===== config.mk =====
export PLATFORM = sky130hd
export DESIGN_NAME = mhpq_ctrl
export DESIGN_NICKNAME = d
export VERILOG_FILES = /design/src/rtl/mhpq_pkg.sv /design/src/rtl/mhpq_ctrl.sv
export SDC_FILE = /design/constraint.sdc
export NUM_CORES = 1
export LEC_CHECK = 0
export BUFFER_PORTS_ARGS = -buffer_cell sky130_fd_sc_hd__buf_2
export CORE_AREA = 2 2 39 41
export DETAILED_ROUTE_END_ITERATION = 10
export DIE_AREA = 0 0 41 43
export PLACE_DENSITY = 0.67
export RECOVER_POWER = 100
export SLEW_MARGIN = 20
export SYNTH_ARGS = -nofsm -noshare
export SYNTH_HDL_FRONTEND = slang
export SYNTH_SLANG_ARGS = --single-unit

===== constraint.sdc =====
create_clock -name clk_i -period 2.4 [get_ports clk_i]
set_input_delay 0.12 -clock clk_i [delete_from_list [all_inputs] [get_ports clk_i]]
set_output_delay 0.12 -clock clk_i [all_outputs]
set_load 0.005 [all_outputs]

===== src/rtl/mhpq_pkg.sv =====
`timescale 1ns / 1ps

package mhpq_pkg;

  // Operations that the controller asks of the datapath, one per cycle.
  typedef enum logic [3:0] {
    OP_NOP,
    OP_LOAD,
    OP_UP_READ,
    OP_UP_STEP,
    OP_RD_TOP,
    OP_RD_LAST,
    OP_TAKE_LAST,
    OP_RD_LEFT,
    OP_RD_RIGHT,
    OP_DN_STEP,
    OP_PUT,
    OP_EMIT
  } dp_op_e;

  typedef struct packed {
    dp_op_e op;
  } ctrl_t;

  typedef struct packed {
    logic rm_mode;
    logic full;
    logic empty;
    logic at_root;
    logic up_move;
    logic no_left;
    logic dn_move;
    logic out_busy;
  } stat_t;

endpackage


===== src/rtl/mhpq_ctrl.sv =====
`timescale 1ns / 1ps

module mhpq_ctrl (
  input  logic            clk_i,
  input  logic            rst_ni,
  input  logic            in_valid_i,
  output logic            in_ready_o,
  input  mhpq_pkg::stat_t stat_i,
  output mhpq_pkg::ctrl_t ctrl_o
);

  typedef enum logic [3:0] {
    ST_IDLE,
    ST_DECODE,
    ST_UP_CHK,
    ST_UP_CMP,
    ST_RD_TOP,
    ST_RD_LAST,
    ST_TAKE_LAST,
    ST_DN_L,
    ST_DN_R,
    ST_DN_CMP,
    ST_PUT,
    ST_DONE
  } state_e;

  state_e          state_q, state_d;
  mhpq_pkg::ctrl_t ctrl_q;
  logic            rdy_q;

  // Each state has one datapath operation; it is registered with the state.
  function automatic mhpq_pkg::dp_op_e op_of(state_e s);
    mhpq_pkg::dp_op_e op;
    case (s)
      ST_IDLE:      op = mhpq_pkg::OP_LOAD;
      ST_UP_CHK:    op = mhpq_pkg::OP_UP_READ;
      ST_UP_CMP:    op = mhpq_pkg::OP_UP_STEP;
      ST_RD_TOP:    op = mhpq_pkg::OP_RD_TOP;
      ST_RD_LAST:   op = mhpq_pkg::OP_RD_LAST;
      ST_TAKE_LAST: op = mhpq_pkg::OP_TAKE_LAST;
      ST_DN_L:      op = mhpq_pkg::OP_RD_LEFT;
      ST_DN_R:      op = mhpq_pkg::OP_RD_RIGHT;
      ST_DN_CMP:    op = mhpq_pkg::OP_DN_STEP;
      ST_PUT:       op = mhpq_pkg::OP_PUT;
      ST_DONE:      op = mhpq_pkg::OP_EMIT;
      default:      op = mhpq_pkg::OP_NOP;
    endcase
    return op;
  endfunction

  always_comb begin
    state_d = state_q;
    case (state_q)
      ST_IDLE: begin
        if (in_valid_i && rdy_q) begin
          state_d = ST_DECODE;
        end
      end
      ST_DECODE: begin
        if (stat_i.rm_mode) begin
          state_d = stat_i.empty ? ST_DONE : ST_RD_TOP;
        end else begin
          state_d = stat_i.full ? ST_DONE : ST_UP_CHK;
        end
      end
      ST_UP_CHK:    state_d = stat_i.at_root ? ST_PUT : ST_UP_CMP;
      ST_UP_CMP:    state_d = stat_i.up_move ? ST_UP_CHK : ST_PUT;
      ST_RD_TOP:    state_d = ST_RD_LAST;
      ST_RD_LAST:   state_d = ST_TAKE_LAST;
      ST_TAKE_LAST: state_d = ST_DN_L;
      ST_DN_L:      state_d = stat_i.no_left ? ST_PUT : ST_DN_R;
      ST_DN_R:      state_d = ST_DN_CMP;
      ST_DN_CMP:    state_d = stat_i.dn_move ? ST_DN_L : ST_PUT;
      ST_PUT:       state_d = ST_DONE;
      ST_DONE: begin
        if (!stat_i.out_busy) begin
          state_d = ST_IDLE;
        end
      end
      default:      state_d = ST_IDLE;
    endcase
  end

  always_ff @(posedge clk_i or negedge rst_ni) begin
    if (!rst_ni) begin
      state_q   <= ST_IDLE;
      ctrl_q.op <= mhpq_pkg::OP_LOAD;
      rdy_q     <= 1'b1;
    end else begin
      state_q   <= state_d;
      ctrl_q.op <= op_of(state_d);
      rdy_q     <= state_d == ST_IDLE;
    end
  end

  assign in_ready_o = rdy_q;
  assign ctrl_o     = ctrl_q;

endmodule


* After elaboration in Yosys (flattened, before gate mapping)
Memory sizes are Yosys's and may differ from the RTL's. A register that Yosys moved wholly into a read port is not among the register bits.
Index checks and enable logic that the tools add are counted.
** Cells by class
- Eq/ne operators :: 11
- Mux-type cells :: 10
- Reduce and logical (&&, ||, !) cells :: 4
** Operators with widths (count)
- case mux 4 bit (12 select lines) :: 1
- 2-to-1 mux 4 bit :: 8
- == test 4 x 3 -> 1 bit, second input constant :: 4
- == test 4 bit, second input constant :: 4
- == test 4 x 2 -> 1 bit, second input constant :: 2
- zero test 4 bit :: 2
- == test 4 x 1 -> 1 bit, second input constant :: 1
- 2-to-1 mux 2 bit :: 1
- logical AND 1 bit :: 1
- zero test 1 bit :: 1
** Word-level totals
- Register bits :: 5
- Bits in read-only memories :: 64
- Input port bits :: 11
- Output and inout bits :: 5
- Logic and storage cells :: 28
- Memories kept :: 1
** Memories
- (name not given) :: depth 16, bits a word 4, rd ports 1, clocked after memory_dff 1, wr ports 0, line mhpq_ctrl.sv:34 : case (s)

* Logic depth before layout (Yosys ltp)
Gate-level depths: netlist (run 1).
- Depth in word-level cells :: 4
- Gate-level depth with buffers :: 9
- Mapped depth without buffers :: 8

* Worst setup path before layout (run 1)
No wires, ideal clock.
- Path kind :: flip-flop to flip-flop
- Start point :: reg state_q[1]
- End point :: reg ctrl_o[0] (netlist name)
- Setup time :: 0.082 ns
- Arrival time :: 1.692 ns
- Data required time :: 2.318 ns
- Slack :: 0.625 ns
- Cell stages (with the launch flop) :: 9
- Buffers on the path :: 1
- Period minus slack after synthesis :: 1.775 ns
- Cell sequence :: dfrtp_1 -> buf_4 -> nor4b_2 -> a21oi_2 -> o311ai_1 -> inv_1 -> ha_1 -> nand2_1 -> mux2_4
** On the way
- Cells in the longest elaborated chain, start to end :: 2
- Elaborated cells between the ends (all ways) :: 15
- Classes of those cells :: eq/ne: 11; mux: 3; reduce/logical: 1
** RTL lines
- from (decl) :: line mhpq_ctrl.sv:27 : state_e state_q, state_d;
- from (signal assigned) :: line mhpq_ctrl.sv:90 : state_q <= state_d;
- == test 4 bit, or another cell as far along :: line mhpq_ctrl.sv:53 : case (state_q)
- case mux 4 bit (12 select lines) (*) :: line mhpq_ctrl.sv:53
- via state_d[0] :: line mhpq_ctrl.sv:27
Mark *: on every way through the listed nets, which the timed path passes. The rest lies on a longest branch.

* Worst setup path after layout (run 1)
- Start point :: reg state_q[1]
- End point :: reg ctrl_o[0] (netlist name)
** On the way
- Cells in the longest elaborated chain, start to end :: 2
- Elaborated cells between the ends (all ways) :: 15
- Classes of those cells :: eq/ne: 11; mux: 3; reduce/logical: 1
** RTL lines (line)
- == test 4 bit, or another cell as far along :: mhpq_ctrl.sv:53
- case mux 4 bit (12 select lines) (*) :: mhpq_ctrl.sv:53
- via state_d[0] :: mhpq_ctrl.sv:27
Marks and branches as above.

==> metrics.yaml, run 1 <==
finalNonFillerCells: 85
reg2reg_to: "ctrl_o[0]"
hp-class: "in -> reg"
drt-pass1-iter-count: 4
layout_common_cells: "buf_2, dfrtp_1, a21oi_1, nand2_1"
finalMaxSlewViolations: 0
setup_tns_ps: 0
nNetsFinal: 82
synthSimpleGateAreaFrac_pct: 20.52
ios: 16
first_global_vias: 431
dieHeight_um: 43
finClkSkew_ps: 3.340
multi_input_area_um2: 247.7
cts.repair.resized: 0
vias_per_cell: 5.294
maxCapViolations: 0
timing.reg2reg.setup_slack_ps: 360
synth_compound_area_share_pct: 23.82
ys_warn_count: 0
syn_area_um2: 530.5
hold_viol_final: 0
root_buffer: "clkbuf_4"
wire_per_inst_um: 12.31
seq_area_um2: 227.7
avgSynthCellArea_um2: 10.40
antenna_found_initial: 0
fp.coreArea_um2: 1384
yosys-top-cells-area: "dfrtp_1, dfstp_2, a21oi_1"
clk_latency_ps: 250
crit_required_ps: 2590
placed_cells: 80
cts_htree_levels: 1
portBuffers: 15
hpwl_um: 797.6
num_rows: 14
synthCells: 51
clk_pin_slew_ps: 60
min_from: "stat_i[7]"
drive_gt1_share_pct: 27.54
final_antenna_net_count: 0
r2r_start: "state_q[1]"
worstPathMaxFanout: 13
power_density_nw_per_um2: 1286
slew-limit-headroom_pct: 53.22
start_util_pct: 38.34
worstHoldPathCells: 3
fmax_ghz: 0.4912
grt_setup_unrepaired: "no"
ir_worst_vdd_mv: 0.6853
final_common_cell: "buf_2"
status: "completed"
wirelength_um: 1046
grt.total_usage_pct: 15.43
cts_made_buffers: 3
grt_first_pass_wirelength_um: 1814
critPathLaunchType: "flip-flop"
finalCritPeriodShare_pct: 84.82
synth_top_family_by_area: "compound AO/OA/AOI/OAI gates"
fill_cells: 147
synth_top_area_cell: "dfrtp_1"
die_x_um: 41
criticalPathCategory: "reg -> reg"
tightestPinTransition_ps: 693.0
cts.sinks: 9
grt_start_max_net_pins: 14
ys_seq_area_share_pct: 42.92
synth.distinct_cells: 27
worstSetupEndpointType: "flip-flop"
cts_tree: "yes"
drc: 0
rr_worst_depth: 7
overflow: 0
antennaDiodeCount: 0
synth_mux_area_share_pct: 4.717
synth-adder-area-share_pct: 2.358
cts.path.max_buffers: 2
postCtsSetupBuffers: 0
syn_to_final_growth_pct: 16.27
synthXorXnorAreaFrac_pct: 0
gp_congestion: 0.7804
first_iter_violations: 3
syn_nets: 63
p_leak_nw: 0.2882
hold_path_end: "ctrl_o[2]"
dieArea_um2: 1763
min_period_ps: 2036
synth_top_cell_area_share_pct: 33.02
synth_seq_cells: 9
setup_violations: 0
arrival_ps: 2220
dr_total_vias: 450
per-stage QoR:
| step | util (%) | area (um^2) | power (mW) | setup slack, ps | hold WS [ps] |
|---|---|---|---|---|---|
| after floorplan | - | 530.5 | 0.6257 | 625.4 | -175.6 |
| after global routing | 44.57 | 616.8 | 0.8787 | 204.9 | 290.3 |
| final | 44.57 | 616.8 | 0.7932 | 364.3 | 256.6 |
| after detailed placement | 44.12 | 610.6 | 0.7181 | 503.7 | -21.24 |
| after global placement | 44.12 | 610.6 | 0.7077 | 554.0 | -20.67 |
| after CTS | 46.75 | 646.9 | 0.8384 | 490.3 | 238.2 |
cell usage after synthesis, drive strengths merged:
cell type  number
a211o           1
a21oi           6
a311oi          2
a32oi           1
and2b           1
and4            1
buf             2
dfrtp           7
dfstp           2
ha              1
inv             4
mux2            1
mux2i           1
nand2           5
nand2b          3
nand3           1
nor2            3
nor2b           1
nor3b           1
nor4b           1
o21ai           3
o22ai           1
o311ai          1
o32ai           1
worst max-delay path, cell delays in order, from the launching register on:
cell and delay (ps):
dfrtp_1 510, nor4b_1 410, a21oi_2 130, o311ai_0 220, inv_1 100, ha_1 300
nand2_1 40, mux2_4 250
worst max-delay path by stage:
stage                     from  depth (start not counted)   endpoint
floorplan           state_q[1]                          8  ctrl_o[0]
global placement    state_q[1]                          7  ctrl_o[0]
detailed placement  state_q[1]                          7  ctrl_o[0]
CTS                 state_q[1]                          7  ctrl_o[0]
global route        state_q[1]                          7  ctrl_o[0]
finish              state_q[1]                          7  ctrl_o[0]
cell type report:
class,instances,area share [%]
multi-input combinational,36,40.16
tap,16,3.245
inverter,4,2.434
clock buffer,4,4.260
timing repair buffer,16,12.98
sequential,9,36.92
metal layers:
metal / part of all wire [%] / wire (um) / vias up / global-route usage [%]
met4: 0 / 0 / 0 / 2.000
met2: 50 / 519 / 10 / 22.81
met5: 0 / 0 / - / 0
met1: 44 / 459 / 217 / 20.33
li1: - / - / 223 / -
met3: 6.4 / 67 / 0 / 7.853
cell families (layout without fill, tap and decap cells):
group,Yosys count,after routing
AO/OA/AOI/OAI,16,16
adder cells (fa/ha/maj),1,1
buffers and inverters,6,24
flip-flops,9,9
multiplexers,2,2
AND/OR/NAND/NOR,17,17
report_power, final:
| group | internal [mW] | total (mW) | switching (mW) |
|---|---|---|---|
| Sequential | 0.230 | 0.307 | 0.0772 |
| Combinational | 0.190 | 0.375 | 0.185 |
| Clock | 0.0638 | 0.112 | 0.0480 |
| Total | 0.483 | 0.793 | 0.310 |
state kept, by name (all words and copies together) (netlist names):
signal and count:
ctrl_o 4, state_q 4, in_ready_o 1
repair_timing:
item	in CTS	in global routing
hold buffers	1	0
setup endpoints to repair	0	0
endpoints found under the hold margin	9	0
Note: power is estimated with default switching activity, not from simulation.
==> run 2, diff against run 1 <==
Settings changed: ABC_AREA set to 1, PLACE_DENSITY 0.67 to 0.7.
Clock period 2.4 ns to 2 ns, I/O delays scaled along.
==> metrics.yaml, run 2 <==
power_density_nw_per_um2: 1596  # +24%
tightestPinTransition_ps: 489.9  # -203.1 ps
overflow: 0  # unchanged
clk_pin_slew_ps: 60  # about the same
placed_cells: 117  # +46%
hp-class: "in -> reg"
syn_nets: 98  # +56%
postCtsSetupBuffers: 0  # unchanged
cts.sinks: 9  # unchanged
start_util_pct: 40.87  # +2.5 points
drive_gt1_share_pct: 23.58  # -4.0 points
synth.distinct_cells: 16  # -41%
cts_htree_levels: 1  # unchanged
first_global_vias: 487  # +13%
async_flop_share_pct: 100.0  # unchanged
nNetsFinal: 119  # +45%
ios: 16  # unchanged
fp.coreArea_um2: 1384  # unchanged
die_x_um: 41  # unchanged
setup_tns_ps: 0  # unchanged
min_from: "stat_i[5]"
crit_required_ps: 2200  # -390 ps
hpwl_um: 982  # +23%
antenna_found_initial: 0  # unchanged
finalMaxSlewViolations: 0  # unchanged
dieHeight_um: 43  # unchanged
slew-limit-headroom_pct: 67.34  # +14 points
met3WireLength_um: 56  # -16%
yosys-top-cells-area: "dfrtp_1, nand2_1, inv_1"
fill_cells: 140  # -4.8%
synth_seq_cells: 9  # unchanged
dr_total_vias: 578  # +28%
yosys-top-cells-count: "nand2_1, inv_1, nor2_1"
grt_first_pass_wirelength_um: 1856  # +2.3%
avgSynthCellArea_um2: 6.576  # -37%
fmax_ghz: 0.5525  # +12%
ys_warn_count: 0  # unchanged
root_buffer: "clkbuf_4"
synth.most_common_cell: "nand2_1"
ys_seq_area_share_pct: 40.27  # -2.7 points
worstPathMaxFanout: 5  # -8
reg2reg_to: "ctrl_o[0]"
topRoutingLayerUsed: "met4"
cpMostUsedCell: "nand2_1"
finalCritPeriodShare_pct: 90.50  # +5.7 points
portBuffers: 15  # unchanged
cts.repair.resized: 0  # unchanged
setup_violations: 0  # unchanged
timing.reg2reg.setup_slack_ps: 190  # -170 ps
maxCapViolations: 0  # unchanged
final_common_cell: "nand2_1"
slowest_stage: "dfrtp_1"
route.met2.wl_um: 562  # +8.3%
finClkSkew_ps: 6.551  # +3.211 ps
antennaDiodeCount: 0  # unchanged
finalNonFillerCells: 122  # +44%
place_area_um2: 660.6  # +8.2%
final_antenna_net_count: 0  # unchanged
num_rows: 14  # unchanged
critical_path.max_stage_delay_ps: 420  # -90 ps
synth_top_cell_area_share_pct: 30.97  # -2.0 points
drt-pass1-iter-count: 4  # unchanged
fin_area_um2: 695.7  # +13%
grt_setup_unrepaired: "no"
wire_per_inst_um: 9.910  # -19%
r2r_start: "state_q[1]"
ys.flop_type: "dfrtp_1"
vias_per_cell: 4.738  # -11%
cts.path.max_buffers: 2  # unchanged
syn_to_final_growth_pct: 23.01
wirelength_um: 1209  # +16%
cts_tree: "yes"
cts_made_buffers: 3  # unchanged
critPathLaunchType: "flip-flop"
ir_worst_vdd_mv: 0.6307  # -8.0%
met1_length_um: 560  # +22%
clk_latency_ps: 260  # about the same
crit_chain: "inv_2 -> nand2_1 -> nor2_2 -> nand2_1 -> nand2_1 -> nor2_1 -> nand2_1 -> inv_1 -> ha_1 -> inv_1 -> nand4_1 -> nand2_1 -> nand2_1 -> nand2_1"
hold_path_end: "ctrl_o[1]"
arrival_ps: 2010  # -210 ps
rr_worst_depth: 14  # +7
criticalPathCategory: "reg -> reg"
min_period_ps: 1810  # -225.8 ps
syn_area_um2: 565.5  # +6.6%
grt.total_usage_pct: 15.38  # -0.055 points
grt_start_max_net_pins: 10  # -4
dieArea_um2: 1763  # unchanged
layout_common_cells: "nand2_1, inv_1, buf_2"
p_leak_nw: 0.4267  # +48%
worstHoldPathCells: 3  # unchanged
synthCells: 86  # +69%
hold_viol_final: 0  # unchanged
worstSetupEndpointType: "flip-flop"
first_iter_violations: 5  # +2
synth_top_area_cell: "dfrtp_1"
synth_edf_count: 0  # unchanged
gp_congestion: 0.7978  # +2.2%
drc: 0  # unchanged
status: "completed"
## run 2: changes by cell type in the layout (fill, tap and decap cells not counted), moves of 4 or more
| cell | before | now |
|---|---|---|
| nand2_1 | 5 | 25 |
| inv_1 | 4 | 16 |
| nand3_1 | 1 | 10 |
| nor2_1 | 3 | 12 |
| a21oi_1 | 5 | 1 |
## run 2: worst max path at each step
stage	from	endpoint	slack, ps
floorplan	state_q[1]	ctrl_o[0]	410
global placement	state_q[1]	ctrl_o[0]	220
detailed placement	state_q[1]	ctrl_o[0]	190
CTS	state_q[1]	ctrl_o[0]	170
global route	state_q[1]	ctrl_o[0]	4
finish	state_q[1]	ctrl_o[0]	190
## run 2: cells by family after synthesis
logic type / synth area share, %
compound gates: 5.310
flops: 40.27
fa+ha+maj: 2.212
buf+inv: 11.95
simple gates: 40.27
## run 2: per-layer routing
layer  global-route usage, %  vias to the layer above
met1                   18.52                      251
met4                   8.000                        0
met2                   25.31                       17
met5                       0                        -
met3                   1.571                        6
li1                        -                      304
## run 2: layout make-up
cell class              instances  area, um^2  area share [%]
multi-input cells              59       270.3           38.85
flip-flops and latches          9       227.7           32.73
repair buffers                 16       83.83           12.05
inverters                      18       67.56           9.712
clock buffers                   4       26.28           3.777
well taps                      16       20.02           2.878
## run 2: critical path: cells and delay by family (launching register included)
family                   cells  cell delay [ps]
AND/OR/NAND/NOR             10              830
flip-flops                   1              420
adder cells (fa/ha/maj)      1              280
buffers and inverters        3              210
## run 2: what timing repair did
| action | in CTS | in global routing |
|---|---|---|
| endpoints found under the hold margin | 9 | 0 |
| hold buffers | 1 | 0 |
| setup endpoints to repair | 0 | 1 |
## run 2: per-stage QoR
stage / worst slack [ps] / hold slack [ps] / util (%) / power (mW)
after floorplan: 407.2 / -195.6 / - / 0.8054
after global placement: 218.4 / -34.97 / 47.74 / 0.9580
after global routing: 3.843 / 227.3 / 50.27 / 1.237
final: 190.1 / 209.4 / 50.27 / 1.110
after CTS: 168.9 / 197.0 / 50.36 / 1.119
after detailed placement: 192.2 / -36.18 / 47.74 / 0.9722
## run 2: where the power goes
part           switching (mW)  internal, mW  leakage (nW)
combinational           0.402         0.234         0.303
clock                  0.0660        0.0770        0.0150
sequential             0.0502         0.281         0.108
